<file path="config.mk">
export PLATFORM = sky130hd
export DESIGN_NAME = shortest_queue_dispatcher
export DESIGN_NICKNAME = d
export VERILOG_FILES = /design/src/hdl/sqd_pkg.sv /design/src/hdl/shortest_queue_dispatcher.sv /design/src/hdl/sqd_ram.sv /design/src/hdl/sqd_ctrl.sv /design/src/hdl/sqd_datapath.sv
export SDC_FILE = /design/constraint.sdc
export NUM_CORES = 2
export LEC_CHECK = 0
export BUFFER_PORTS_ARGS = -buffer_cell sky130_fd_sc_hd__buf_2
export CORE_MARGIN = 3
export CORE_UTILIZATION = 63
export CTS_CLUSTER_DIAMETER = 100
export CTS_CLUSTER_SIZE = 25
export DETAILED_ROUTE_END_ITERATION = 10
export PLACE_DENSITY = 0.78
export SETUP_SLACK_MARGIN = 0.15
export SLEW_MARGIN = 20
export SYNTH_ARGS = -nofsm -noshare
export SYNTH_HDL_FRONTEND = slang
export SYNTH_HIERARCHICAL = 1
export SYNTH_SLANG_ARGS = --single-unit
</file>
<file path="constraint.sdc">
create_clock -name clk -period 18.59 [get_ports clk]
set_input_delay 1.859 -clock clk [delete_from_list [all_inputs] [get_ports clk]]
set_output_delay 1.859 -clock clk [all_outputs]
set_load 0.03 [all_outputs]
</file>
<file path="src/hdl/sqd_pkg.sv">
`timescale 1ns / 1ps
// shared constants, codes and types of the shortest-queue dispatcher
package sqd_pkg;

	localparam int MAX_QUEUES = 4;
	localparam int MAX_DEPTH = 8;

	localparam int QW = 2;
	localparam int PTR_W = (MAX_DEPTH > 1) ? $clog2(MAX_DEPTH) : 1;
	localparam int FILL_W = 4;
	localparam int CNT_W = 3;
	localparam int TAG_W = 16;
	localparam int TIME_W = 16;
	localparam int ENTRY_W = TAG_W + TIME_W;
	localparam int ADDR_W = QW + PTR_W;
	localparam int STORE_DEPTH = MAX_QUEUES * MAX_DEPTH;
	localparam int KEY_W = FILL_W + CNT_W;

	localparam int CFG_IDX_W = 1;
	localparam int CFG_DATA_W = 4;
	localparam logic [CFG_IDX_W-1:0] REG_ACTIVE = 1'b0;
	localparam logic [CFG_IDX_W-1:0] REG_LIMIT = 1'b1;

	localparam logic [CNT_W-1:0] ACTIVE_RESET = 3'd4;
	localparam logic [FILL_W-1:0] LIMIT_RESET = 4'd3;

	localparam logic MODE_ARRIVE = 1'b0;
	localparam logic MODE_SERVE = 1'b1;

	localparam logic [1:0] STAT_ENQ = 2'd0;
	localparam logic [1:0] STAT_FULL = 2'd1;
	localparam logic [1:0] STAT_SERVED = 2'd2;
	localparam logic [1:0] STAT_EMPTY = 2'd3;

	typedef enum logic [1:0] {
		ST_IDLE,
		ST_EXEC,
		ST_READ
	} sqd_state_t;

	typedef struct packed {
		logic capture;
		logic exec;
		logic pop_load;
	} sqd_cmd_t;

	typedef struct packed {
		logic need_read;
	} sqd_stat_t;

endpackage

</file>
<file path="src/hdl/shortest_queue_dispatcher.sv">
`timescale 1ns / 1ps
// top level of the join-shortest-queue dispatcher
//
//  channel   handshake             payload
//  command   start / busy          mode, client_tag, service_time, queue_select, scan_start
//  result    done (one cycle)      status, queue_used, served_tag, served_time, fill_after
//  config    cfg_we                cfg_index, cfg_wdata
//
// an arrive beat is accepted, then scanned and pushed; the result shows the cycle after the push
// a serve beat of a non-empty queue adds a read state for the registered entry ram read
// busy is low while a result is shown, so the next beat may be taken in that cycle
// reset clears pointers and fill counts at once; the entry ram needs no clearing
// done cannot be held off: every result is shown for exactly one cycle
module shortest_queue_dispatcher (
	input  logic                           clk,
	input  logic                           arst_n,
	input  logic                           start,
	output logic                           busy,
	input  logic                           mode,
	input  logic [sqd_pkg::TAG_W-1:0]      client_tag,
	input  logic [sqd_pkg::TIME_W-1:0]     service_time,
	input  logic [sqd_pkg::QW-1:0]         queue_select,
	input  logic [sqd_pkg::QW-1:0]         scan_start,
	output logic                           done,
	output logic [1:0]                     status,
	output logic [sqd_pkg::QW-1:0]         queue_used,
	output logic [sqd_pkg::TAG_W-1:0]      served_tag,
	output logic [sqd_pkg::TIME_W-1:0]     served_time,
	output logic [sqd_pkg::FILL_W-1:0]     fill_after,
	input  logic                           cfg_we,
	input  logic [sqd_pkg::CFG_IDX_W-1:0]  cfg_index,
	input  logic [sqd_pkg::CFG_DATA_W-1:0] cfg_wdata
);

	sqd_pkg::sqd_cmd_t  cmd;
	sqd_pkg::sqd_stat_t stat;

	sqd_ctrl u_ctrl (
		.clk   (clk),
		.arst_n(arst_n),
		.start (start),
		.stat  (stat),
		.cmd   (cmd),
		.busy  (busy)
	);

	sqd_datapath u_dp (
		.clk         (clk),
		.arst_n      (arst_n),
		.cmd         (cmd),
		.stat        (stat),
		.cfg_we      (cfg_we),
		.cfg_index   (cfg_index),
		.cfg_wdata   (cfg_wdata),
		.mode        (mode),
		.client_tag  (client_tag),
		.service_time(service_time),
		.queue_select(queue_select),
		.scan_start  (scan_start),
		.done        (done),
		.status      (status),
		.queue_used  (queue_used),
		.served_tag  (served_tag),
		.served_time (served_time),
		.fill_after  (fill_after)
	);

	a_done_follows_work: assert property (@(posedge clk) disable iff (!arst_n)
		done |-> $past(busy))
		else $error("result beat without work in progress");

	a_accept_busy: assert property (@(posedge clk) disable iff (!arst_n)
		start && !busy |=> busy && !done)
		else $error("accepted beat did not start work");

	a_fill_range: assert property (@(posedge clk) disable iff (!arst_n)
		done |-> fill_after <= sqd_pkg::FILL_W'(sqd_pkg::MAX_DEPTH))
		else $error("fill beyond queue depth");

	a_no_pop_zero: assert property (@(posedge clk) disable iff (!arst_n)
		done && (status != sqd_pkg::STAT_SERVED) |-> served_tag == '0 && served_time == '0)
		else $error("served payload on a non-serve result");

endmodule

</file>
<file path="src/hdl/sqd_ram.sv">
`timescale 1ns / 1ps
// generic single-write, registered-read ram
module sqd_ram #(
	parameter int WIDTH = 32,
	parameter int DEPTH = 32
) (
	input  logic                                          clk,
	input  logic                                          wr_en,
	input  logic [((DEPTH > 1) ? $clog2(DEPTH) : 1)-1:0] wr_addr,
	input  logic [WIDTH-1:0]                              wr_data,
	input  logic [((DEPTH > 1) ? $clog2(DEPTH) : 1)-1:0] rd_addr,
	output logic [WIDTH-1:0]                              rd_data
);

	logic [WIDTH-1:0] mem_q [DEPTH];
	logic [WIDTH-1:0] rd_data_q;

	always_ff @(posedge clk) begin
		if (wr_en) begin
			mem_q[wr_addr] <= wr_data;
		end
		rd_data_q <= mem_q[rd_addr];
	end

	assign rd_data = rd_data_q;

endmodule

</file>
<file path="src/hdl/sqd_ctrl.sv">
`timescale 1ns / 1ps
// controller state machine of the shortest-queue dispatcher
module sqd_ctrl (
	input  logic              clk,
	input  logic              arst_n,
	input  logic              start,
	input  sqd_pkg::sqd_stat_t stat,
	output sqd_pkg::sqd_cmd_t  cmd,
	output logic              busy
);

	sqd_pkg::sqd_state_t state_q;
	sqd_pkg::sqd_state_t state_nxt;

	always_ff @(posedge clk or negedge arst_n) begin
		if (!arst_n) begin
			state_q <= sqd_pkg::ST_IDLE;
		end else begin
			state_q <= state_nxt;
		end
	end

	always_comb begin
		state_nxt = state_q;
		unique case (state_q)
			sqd_pkg::ST_IDLE: begin
				if (start) begin
					state_nxt = sqd_pkg::ST_EXEC;
				end
			end
			sqd_pkg::ST_EXEC: begin
				state_nxt = stat.need_read ? sqd_pkg::ST_READ : sqd_pkg::ST_IDLE;
			end
			sqd_pkg::ST_READ: begin
				state_nxt = sqd_pkg::ST_IDLE;
			end
			default: begin
				state_nxt = sqd_pkg::ST_IDLE;
			end
		endcase
	end

	always_comb begin
		cmd = '0;
		busy = 1'b1;
		unique case (state_q)
			sqd_pkg::ST_IDLE: begin
				busy = 1'b0;
				cmd.capture = start;
			end
			sqd_pkg::ST_EXEC: begin
				cmd.exec = 1'b1;
			end
			sqd_pkg::ST_READ: begin
				cmd.pop_load = 1'b1;
			end
			default: begin
				busy = 1'b1;
			end
		endcase
	end

endmodule

</file>
<file path="src/hdl/sqd_datapath.sv">
`timescale 1ns / 1ps
// queue pointers, fill counters, shortest-queue scan and result registers
module sqd_datapath (
	input  logic                             clk,
	input  logic                             arst_n,
	input  sqd_pkg::sqd_cmd_t                cmd,
	output sqd_pkg::sqd_stat_t               stat,
	input  logic                             cfg_we,
	input  logic [sqd_pkg::CFG_IDX_W-1:0]    cfg_index,
	input  logic [sqd_pkg::CFG_DATA_W-1:0]   cfg_wdata,
	input  logic                             mode,
	input  logic [sqd_pkg::TAG_W-1:0]        client_tag,
	input  logic [sqd_pkg::TIME_W-1:0]       service_time,
	input  logic [sqd_pkg::QW-1:0]           queue_select,
	input  logic [sqd_pkg::QW-1:0]           scan_start,
	output logic                             done,
	output logic [1:0]                       status,
	output logic [sqd_pkg::QW-1:0]           queue_used,
	output logic [sqd_pkg::TAG_W-1:0]        served_tag,
	output logic [sqd_pkg::TIME_W-1:0]       served_time,
	output logic [sqd_pkg::FILL_W-1:0]       fill_after
);

	localparam int NQ = sqd_pkg::MAX_QUEUES;

	logic [sqd_pkg::CNT_W-1:0]  active_q;
	logic [sqd_pkg::FILL_W-1:0] limit_q;

	logic                        mode_q;
	logic [sqd_pkg::TAG_W-1:0]   tag_q;
	logic [sqd_pkg::TIME_W-1:0]  time_q;
	logic [sqd_pkg::QW-1:0]      qsel_q;
	logic [sqd_pkg::QW-1:0]      sstart_q;

	logic [sqd_pkg::PTR_W-1:0]  head_q [NQ];
	logic [sqd_pkg::PTR_W-1:0]  tail_q [NQ];
	logic [sqd_pkg::FILL_W-1:0] fill_q [NQ];

	logic                        done_q;
	logic [1:0]                  status_q;
	logic [sqd_pkg::QW-1:0]      queue_used_q;
	logic [sqd_pkg::TAG_W-1:0]   served_tag_q;
	logic [sqd_pkg::TIME_W-1:0]  served_time_q;
	logic [sqd_pkg::FILL_W-1:0]  fill_after_q;

	logic [sqd_pkg::CNT_W-1:0]   n_eff;
	logic [sqd_pkg::FILL_W-1:0]  lim_eff;
	logic [sqd_pkg::QW-1:0]      start_eff;
	logic [sqd_pkg::QW-1:0]      best_idx;
	logic [sqd_pkg::KEY_W-1:0]   best_key;
	logic [sqd_pkg::FILL_W-1:0]  best_fill;
	logic                        arr_full;
	logic [sqd_pkg::PTR_W-1:0]   tail_cur;
	logic [sqd_pkg::FILL_W-1:0]  srv_fill;
	logic                        srv_empty;
	logic [sqd_pkg::PTR_W-1:0]   head_cur;
	logic                        ram_we;
	logic [sqd_pkg::ADDR_W-1:0]  ram_waddr;
	logic [sqd_pkg::ADDR_W-1:0]  ram_raddr;
	logic [sqd_pkg::ENTRY_W-1:0] ram_rdata;

	function automatic logic [sqd_pkg::PTR_W-1:0] advance(
		input logic [sqd_pkg::PTR_W-1:0]  p,
		input logic [sqd_pkg::FILL_W-1:0] lim
	);
		logic [sqd_pkg::FILL_W-1:0] nx;
		nx = sqd_pkg::FILL_W'(p) + sqd_pkg::FILL_W'(1);
		return (nx >= lim) ? '0 : nx[sqd_pkg::PTR_W-1:0];
	endfunction

	// effective register values
	always_comb begin
		if (active_q == '0) begin
			n_eff = sqd_pkg::CNT_W'(1);
		end else if (active_q > sqd_pkg::CNT_W'(NQ)) begin
			n_eff = sqd_pkg::CNT_W'(NQ);
		end else begin
			n_eff = active_q;
		end
		if (limit_q == '0) begin
			lim_eff = sqd_pkg::FILL_W'(1);
		end else if (limit_q > sqd_pkg::FILL_W'(sqd_pkg::MAX_DEPTH)) begin
			lim_eff = sqd_pkg::FILL_W'(sqd_pkg::MAX_DEPTH);
		end else begin
			lim_eff = limit_q;
		end
	end

	// scan start modulo the active count
	always_comb begin
		logic [sqd_pkg::CNT_W-1:0] s;
		s = sqd_pkg::CNT_W'(sstart_q);
		for (int k = 0; k < NQ; k++) begin
			if (s >= n_eff) begin
				s = s - n_eff;
			end
		end
		start_eff = s[sqd_pkg::QW-1:0];
	end

	// smallest fill, ties go to the queue visited first
	always_comb begin
		logic [sqd_pkg::CNT_W-1:0] pos;
		logic [sqd_pkg::KEY_W-1:0] key;
		best_key = '1;
		best_idx = start_eff;
		for (int j = 0; j < NQ; j++) begin
			if (sqd_pkg::QW'(j) >= start_eff) begin
				pos = sqd_pkg::CNT_W'(j) - sqd_pkg::CNT_W'(start_eff);
			end else begin
				pos = sqd_pkg::CNT_W'(j) + n_eff - sqd_pkg::CNT_W'(start_eff);
			end
			key = {fill_q[j], pos};
			if ((sqd_pkg::CNT_W'(j) < n_eff) && (key < best_key)) begin
				best_key = key;
				best_idx = sqd_pkg::QW'(j);
			end
		end
		best_fill = best_key[sqd_pkg::KEY_W-1 -: sqd_pkg::FILL_W];
	end

	assign arr_full  = (best_fill >= lim_eff);
	assign tail_cur  = tail_q[best_idx];
	assign srv_fill  = fill_q[qsel_q];
	assign srv_empty = (srv_fill == '0);
	assign head_cur  = head_q[qsel_q];

	assign ram_we    = cmd.exec && (mode_q == sqd_pkg::MODE_ARRIVE) && !arr_full;
	assign ram_waddr = {best_idx, tail_cur};
	assign ram_raddr = {qsel_q, head_cur};

	assign stat.need_read = (mode_q == sqd_pkg::MODE_SERVE) && !srv_empty;

	sqd_ram #(
		.WIDTH(sqd_pkg::ENTRY_W),
		.DEPTH(sqd_pkg::STORE_DEPTH)
	) u_store (
		.clk    (clk),
		.wr_en  (ram_we),
		.wr_addr(ram_waddr),
		.wr_data({tag_q, time_q}),
		.rd_addr(ram_raddr),
		.rd_data(ram_rdata)
	);

	// config and queue bookkeeping
	always_ff @(posedge clk or negedge arst_n) begin
		if (!arst_n) begin
			active_q <= sqd_pkg::ACTIVE_RESET;
			limit_q  <= sqd_pkg::LIMIT_RESET;
			done_q   <= 1'b0;
			for (int i = 0; i < NQ; i++) begin
				head_q[i] <= '0;
				tail_q[i] <= '0;
				fill_q[i] <= '0;
			end
		end else begin
			if (cfg_we) begin
				unique case (cfg_index)
					sqd_pkg::REG_ACTIVE: active_q <= cfg_wdata[sqd_pkg::CNT_W-1:0];
					sqd_pkg::REG_LIMIT:  limit_q  <= cfg_wdata[sqd_pkg::FILL_W-1:0];
					default: ;
				endcase
			end
			done_q <= (cmd.exec && !stat.need_read) || cmd.pop_load;
			if (cmd.exec) begin
				if (mode_q == sqd_pkg::MODE_ARRIVE) begin
					if (!arr_full) begin
						tail_q[best_idx] <= advance(tail_cur, lim_eff);
						fill_q[best_idx] <= best_fill + sqd_pkg::FILL_W'(1);
					end
				end else if (!srv_empty) begin
					head_q[qsel_q] <= advance(head_cur, lim_eff);
					fill_q[qsel_q] <= srv_fill - sqd_pkg::FILL_W'(1);
				end
			end
		end
	end

	// captured beat and result payload
	always_ff @(posedge clk) begin
		if (cmd.capture) begin
			mode_q   <= mode;
			tag_q    <= client_tag;
			time_q   <= service_time;
			qsel_q   <= queue_select;
			sstart_q <= scan_start;
		end
		if (cmd.exec) begin
			served_tag_q  <= '0;
			served_time_q <= '0;
			if (mode_q == sqd_pkg::MODE_ARRIVE) begin
				queue_used_q <= best_idx;
				if (arr_full) begin
					status_q     <= sqd_pkg::STAT_FULL;
					fill_after_q <= best_fill;
				end else begin
					status_q     <= sqd_pkg::STAT_ENQ;
					fill_after_q <= best_fill + sqd_pkg::FILL_W'(1);
				end
			end else begin
				queue_used_q <= qsel_q;
				if (srv_empty) begin
					status_q     <= sqd_pkg::STAT_EMPTY;
					fill_after_q <= '0;
				end else begin
					status_q     <= sqd_pkg::STAT_SERVED;
					fill_after_q <= srv_fill - sqd_pkg::FILL_W'(1);
				end
			end
		end
		if (cmd.pop_load) begin
			served_tag_q  <= ram_rdata[sqd_pkg::ENTRY_W-1 -: sqd_pkg::TAG_W];
			served_time_q <= ram_rdata[sqd_pkg::TIME_W-1:0];
		end
	end

	assign done        = done_q;
	assign status      = status_q;
	assign queue_used  = queue_used_q;
	assign served_tag  = served_tag_q;
	assign served_time = served_time_q;
	assign fill_after  = fill_after_q;

endmodule

</file>
# Yosys cells after proc, flatten, opt, wreduce, memory -nomap -nowiden
# Memory sizes are Yosys's and may differ from the RTL's. A register that Yosys moved wholly into a read port is not among the register bits.
# Index checks and enable logic that the tools add are counted.
[word_totals]
regBits = 127
latchBits = 0
mem_bits_rw = 1024
romBits = 0
inputBits = 46
out_inout_bits = 42
word_cells = 171
memories = 1
[memory_table]
columns = ["name", "words", "word_bits", "read_ports", "rd_ports_with_merged_regs", "write_ports", "line_no", "source"]
rows = [
  ["u_dp.u_store.mem_q", 32, 32, 1, 1, 1, "sqd_ram.sv:15", "logic [WIDTH-1:0] mem_q [DEPTH];"],
]
[op_classes]
n_addsub = 19
multipliers = 0
div_mod_pow = 0
order_cmp = 25
eq_ne = 5
n_shift = 0
n_mux = 65
bitwise = 6
n_reduce_logical = 24
[op_table]
columns = ["op", "n"]
rows = [
  ["2-to-1 mux 16 bit", 6],
  ["2-to-1 mux 3 bit", 17],
  ["2-to-1 mux 4 bit", 9],
  ["bitwise mux 16 bit", 2],
  ["2-to-1 mux 7 bit", 4],
  ["bitwise mux 12 bit", 2],
  ["< comparator 7 bit", 3],
  ["2-to-1 mux 2 bit", 9],
  ["demux 4 bit (select 2 bit)", 2],
  ["binary-select mux 3 bit (select 2 bit)", 2],
  ["demux 3 bit (select 2 bit)", 2],
  ["greater-or-equal comparator 4 bit", 3],
  ["subtractor 3 x 2 -> 3 bit", 4],
  ["logical AND 1 bit", 10],
  ["greater-or-equal comparator 3 bit", 3],
  ["AND reduction 3 bit", 3],
  ["adder 3 x 1 -> 4 bit (second input constant)", 2],
  ["binary-select mux 4 bit (select 2 bit)", 1],
  ["zero test 4 bit", 2],
  ["2-to-1 mux 1 bit", 8],
  ["< comparator 7 bit (second input constant)", 1],
  ["adder 2 x 3 -> 3 bit (first input constant)", 2],
  ["greater-or-equal comparator 3 bit (second input constant)", 2],
  ["< comparator 1 x 3 -> 1 bit (first input constant)", 2],
  ["28 further kinds", 43],
]

# Longest topological paths before layout
[logic_depth]
depth_word = 33
mapped_depth = 65
depth_no_buf = 62

# Modules after synthesis
# Netlist, hierarchy kept.
[modules_own_cells]
columns = ["module", "instances", "cells_each", "area_per_inst_um2", "seq_area_each_um2"]
rows = [
  ["sqd_ram", 1, 2260, 40490.1, 31390.1],
  ["sqd_datapath", 1, 665, 7500.9, 3517.1],
  ["sqd_ctrl", 1, 8, 92.6, 50.0],
]

# Worst setup path after synthesis
# No wires, ideal clock.
[synth_timing]
path_kind = "register -> register"
startpoint = "register u_dp/active_q[2] in the netlist's numbering"
endpoint = "memory u_dp.u_store.mem_q[20][0] (enable)"
setup_ns = 0.421
arrival_time_ns = 14.304
t_required_ns = 18.169
path_slack_ns = 3.864
path_stages_with_launch = 62
n_path_buf = 3
synth_period_minus_slack_ns = 14.726
path_cell_list = "dfstp_2 -> buf_2 -> inv_2 -> nand2_1 -> ha_1 -> nor2b_1 -> o21a_1 -> o22a_1 -> inv_1 -> ha_1 -> fa_1 -> and2_1 -> or2_2 -> inv_1 -> ha_1 -> o21a_1 -> o211ai_1 -> mux2i_1 -> [... 26 more ...] -> o2111ai_1 -> nor2_1 -> mux2i_1 -> nand2b_1 -> a211oi_1 -> a211oi_4 -> mux2i_1 -> ha_1 -> nand2b_1 -> a21o_1 -> a21o_1 -> a21o_1 -> nor2_1 -> nand2_1 -> inv_1 -> or3b_2 -> clkbuf_1 -> nor2_1"
[synth_between]
elab_chain_len = 30
word_cells_on_any_way = 64
classes_between = "add/sub: 15; order compare: 18; mux: 23; bitwise: 1; reduce/logical: 7"
[synth_rtl]
columns = ["element", "line_no", "source"]
rows = [
  ["start: declaration", "sqd_datapath.sv:26", "logic [sqd_pkg::CNT_W-1:0] active_q;"],
  ["start signal: assignment", "sqd_datapath.sv:149", "active_q <= sqd_pkg::ACTIVE_RESET;"],
  ["start signal: assignment", "sqd_datapath.sv:160", "sqd_pkg::REG_ACTIVE: active_q <= cfg_wdata[sqd_pkg::CNT_W-1:0];"],
  ["greater-than comparator 3 bit", "sqd_datapath.sv:75", "end else if (active_q > sqd_pkg::CNT_W'(NQ)) begin"],
  ["2-to-1 mux 3 bit", "sqd_datapath.sv:75", ""],
  ["2-to-1 mux 3 bit (*)", "sqd_datapath.sv:73", "if (active_q == '0) begin"],
  ["subtractor 2 x 3 -> 3 bit or greater-or-equal comparator 2 x 3 -> 1 bit (tied branches)", "sqd_datapath.sv:95, sqd_datapath.sv:94", ""],
  ["2-to-1 mux 3 bit", "sqd_datapath.sv:94", "if (s >= n_eff) begin"],
  ["subtractor 3 bit or greater-or-equal comparator 3 bit (tied branches)", "sqd_datapath.sv:95, sqd_datapath.sv:94", ""],
  ["2-to-1 mux 3 bit", "sqd_datapath.sv:94", ""],
  ["subtractor 3 bit or greater-or-equal comparator 3 bit (tied branches)", "sqd_datapath.sv:95, sqd_datapath.sv:94", ""],
  ["[... 15 more ...]", "--", ""],
  ["logical AND 1 bit", "sqd_datapath.sv:114", "if ((sqd_pkg::CNT_W'(j) < n_eff) && (key < best_key)) begin"],
  ["2-to-1 mux 7 bit (*)", "sqd_datapath.sv:114", ""],
  ["greater-or-equal comparator 4 bit (*)", "sqd_datapath.sv:122", "assign arr_full = (best_fill >= lim_eff);"],
  ["zero test 1 bit (*)", "sqd_datapath.sv:128", "assign ram_we = cmd.exec && (mode_q == sqd_pkg::MODE_ARRIVE) && !arr_full;"],
  ["logical AND 1 bit (*)", "sqd_datapath.sv:128", ""],
  ["named net u_dp.ram_we", "sqd_datapath.sv:57", "logic ram_we;"],
  ["2-to-1 mux 1 bit (*)", "sqd_ram.sv:19", "if (wr_en) begin"],
  ["2-to-1 mux 1 bit (implied by the code) (*)", "sqd_ram.sv:20", "mem_q[wr_addr] <= wr_data;"],
  ["end: declaration", "sqd_ram.sv:15", ""],
]
# Mark *: on every way through the listed nets, which the timed path passes. The rest lies on a longest branch. The select of a mux whose other input is x is not followed.

# Worst setup path in the final report
[layout_timing]
startpoint = "register u_dp/active_q[1] in the netlist's numbering"
endpoint = "memory u_dp.u_store.mem_q[8][29] (enable)"
# Same word-level chain as after synthesis.

==> results.cfg <==
[power]
ir_worst_vdd_mv = 0.1620
p_leak_uw = 0.01768
cellPowerDensity_nw_per_um2 = 149.1
total_power_uw = 7663

[place]
port_buffers = 87
hpwl_mm = 65.69
standard_cell_area_after_detailed_placement_um2 = 49560
numPlacedInstances = 3894
place_congestion = 0.9807

[synthesis]
synth.largest_area_cell = sky130_fd_sc_hd__edfxtp_1
synthSimpleGateAreaFrac = 0.05113
netlist_instances = 2933
combined_area_of_all_synthesized_cells_um2 = 48080
ys.warnings.count = 6
largest_family_of_logic_cells_by_synthesized_area = multiplexers
yosys.area_share.adder = 0.01408
yosys.area_share.xor_xnor = 0.002914
synth-compound-area-share = 0.06526
postSynth.asyncResetShare = 0.04227
synth_top_cells_by_area = sky130_fd_sc_hd__edfxtp_1, sky130_fd_sc_hd__mux2i_1, sky130_fd_sc_hd__dfrtp_1
postSynthNetCount = 3029
post_synthesis_mux_area_share = 0.1192
synth_top_area_share = 0.6876
sequential_element_share_of_the_synthesized_area = 0.7270
synth.distinct_cells = 90
synth.avg_cell_area_um2 = 16.39
yosys_most_used_dff = sky130_fd_sc_hd__edfxtp_1
synth_edf_count = 1101
postSynthRegisterBits = 1183

[route]
routed_wl_mm = 107.8
route.vias.total = 26150
ant_nets = 0
viasPerCell = 6.540
drt_first_iter_violations = 3314
wl_per_cell_um = 26.97
drc = 0
drt_pre_antenna_iters = 5

[sta]
timing_max_transition_violations_final = 0
hold_viol_final = 0
setup_total_negative_slack_ns = 0
clock-skew-final_ns = 0.03359
tightestPinTransition_ns = 1.164
final.min_clock_period_ns = 17.19
holdWs_ns = 0.4649
timing.slew.headroom = 0.2238
final_setup_violation_count = 0
grt_setup_unrepaired = false
layout_worst_path_cycle_share = 0.9247
max_freq_ghz = 0.05817

[finish]
layout.cells.most_common_list = sky130_fd_sc_hd__edfxtp_1, sky130_fd_sc_hd__mux2i_1, sky130_fd_sc_hd__nand2_1
ff_latch_area_um2 = 34960
mostFrequentLayoutCell = sky130_fd_sc_hd__edfxtp_1
filler_cell_count = 4871
area_taken_by_multi_input_logic_gates_um2 = 12450
final_layout_size_suffix_gt1_frac = 0.1100
finish.net_count = 3096
post-route-cell-area_um2 = 51410
finish.cell_count_without_fillers = 3998
syn_to_final_growth_pct = 6.916

[worst_setup_path]
critical_path.max_stage_delay_ns = 0.92
rr_worst_depth = 59
cp.required_ns = 18.85
cp-start-kind = register
kind_of_critical_path = reg2reg
worst_path_max_delay_cell = sky130_fd_sc_hd__nor2_4
cpMostUsedCell = sky130_fd_sc_hd__ha_1
critPathArrivalTime_ns = 17.45
critPathCaptureType = register
worst-path-max-fanout = 32

[global_route]
vias_in_the_first_global_route = 25310
gr-total-overflow = 0
first_pass_grt_wire_length_mm = 157.7
antenna_violations_before_repair = 3
grt_usage = 0.2674
grt_max_degree = 145

[outcome]
result_of_the_run = complete, no violations

[clocking]
tritoncts = built
tritoncts.num_buffers = 55
buffers_from_clock_root_to_sink_at_most = 3
clkSinkCount = 1183
cts.reportedPaths.clkPinSlew_ns = 0.09
worstSkewPairLatency_ns = 0.66
cts_root_buffer = sky130_fd_sc_hd__clkbuf_16
cts.htree.levels = 2

[die]
num_ports = 88
placementRows = 100
chipWidth_um = 282.3
die_y_um = 282.3
initial_core_utilization = 0.6405
floorplan.core_area_um2 = 75070
design.die.area_um2 = 79670

[hold_path]
hold_path_depth = 0
worst_hold_path_type = reg2reg

[flow_run]
timing.max_cap.violations = 0
per-stage QoR:
step | setup slack (ns) | util
after floorplan | 3.864 | -
after global placement | 1.739 | 0.6602
after detailed placement | 1.239 | 0.6602
after CTS | 1.170 | 0.6813
after global routing | 0.1830 | 0.6848
final | 1.400 | 0.6848
timing repair:
item	CTS	global route
hold buffers	0	0
setup buffers	0	4
resized for setup	0	1
setup endpoints to repair	0	684
final timing paths:
check	slack (ns)	start	endpoint
worst max-delay path	1.40	u_dp/active_q[1]	u_dp/u_store/mem_q[8][29]
worst min-delay path	0.46	u_dp/time_q[11]	u_dp/u_store/mem_q[5][11]
worst max register to register	1.40	u_dp/active_q[1]	u_dp/u_store/mem_q[8][29]
worst min register to register	0.46	u_dp/time_q[11]	u_dp/u_store/mem_q[5][11]
max in group asynchronous	16.73	arst_n	u_dp/done
min in group asynchronous	1.05	arst_n	u_dp/active_q[1]
power breakdown:
| group | internal (uW) | total [uW] | switching [uW] |
|---|---|---|---|
| Sequential | 3110 | 3180 | 72.9 |
| Clock | 568 | 1350 | 779 |
| Combinational | 1160 | 3130 | 1980 |
cell families after synthesis:
logic type | Yosys count
compound gates | 442
xor+xnor | 16
fa+ha+maj | 52
buf+inv | 182
flops | 1183
mux | 560
simple gates | 498
synth_stat cells (all sizes together) (18+ instances only):
library cell,number
edfxtp,1101
mux2i,527
nand2,131
a21oi,126
nand3,110
a22oi,98
buf,89
nor2,85
a22o,69
clkbuf,54
nor3,48
dfrtp,47
ha,46
inv,39
and2,38
a31oi,34
dfxtp,32
mux2,26
a21o,21
nand2b,18
state kept, by name (all words and copies together) (netlist names), 3 cells and up:
register and count:
u_dp/time_q 16, u_dp/fill_after 4, u_dp/head_q 12, u_dp/tag_q 16, u_dp/u_store/rd_data 32, u_dp/u_store/mem_q 1024, u_dp/active_q 3, u_dp/limit_q 4
u_dp/tail_q 12, u_dp/served_time 16, u_dp/served_tag 16, u_dp/fill_q 16
routing by layer:
layer / track usage / up-vias / routed length (um) / part of all wire
li1: - / 11550 / - / -
met1: 0.3994 / 13250 / 44830 / 0.42
met2: 0.4149 / 1216 / 50310 / 0.47
met3: 0.05480 / 129 / 10580 / 0.098
met4: 0.05953 / 6 / 2079 / 0.019
met5: 0 / - / 40 / 0.00037
final cells by class:
type / instances / share of cell area
Antenna cell: 1 / 0.00004868
Multi-Input combinational cell: 1571 / 0.2421
Sequential cell: 1183 / 0.6800
Clock inverter: 7 / 0.001971
Tap cell: 969 / 0.02358
Inverter: 39 / 0.002848
Timing Repair Buffer: 150 / 0.02059
Clock buffer: 78 / 0.02886
worst max-delay path: cells and delay by family (launching register included):
| family | cells | cell delay, ns |
|---|---|---|
| simple gates | 19 | 5.58 |
| compound gates | 19 | 4.90 |
| fa+ha+maj | 11 | 3.26 |
| mux | 5 | 1.82 |
| buf+inv | 5 | 0.76 |
| flops | 1 | 0.44 |
Power figures use the tool's default switching activity.
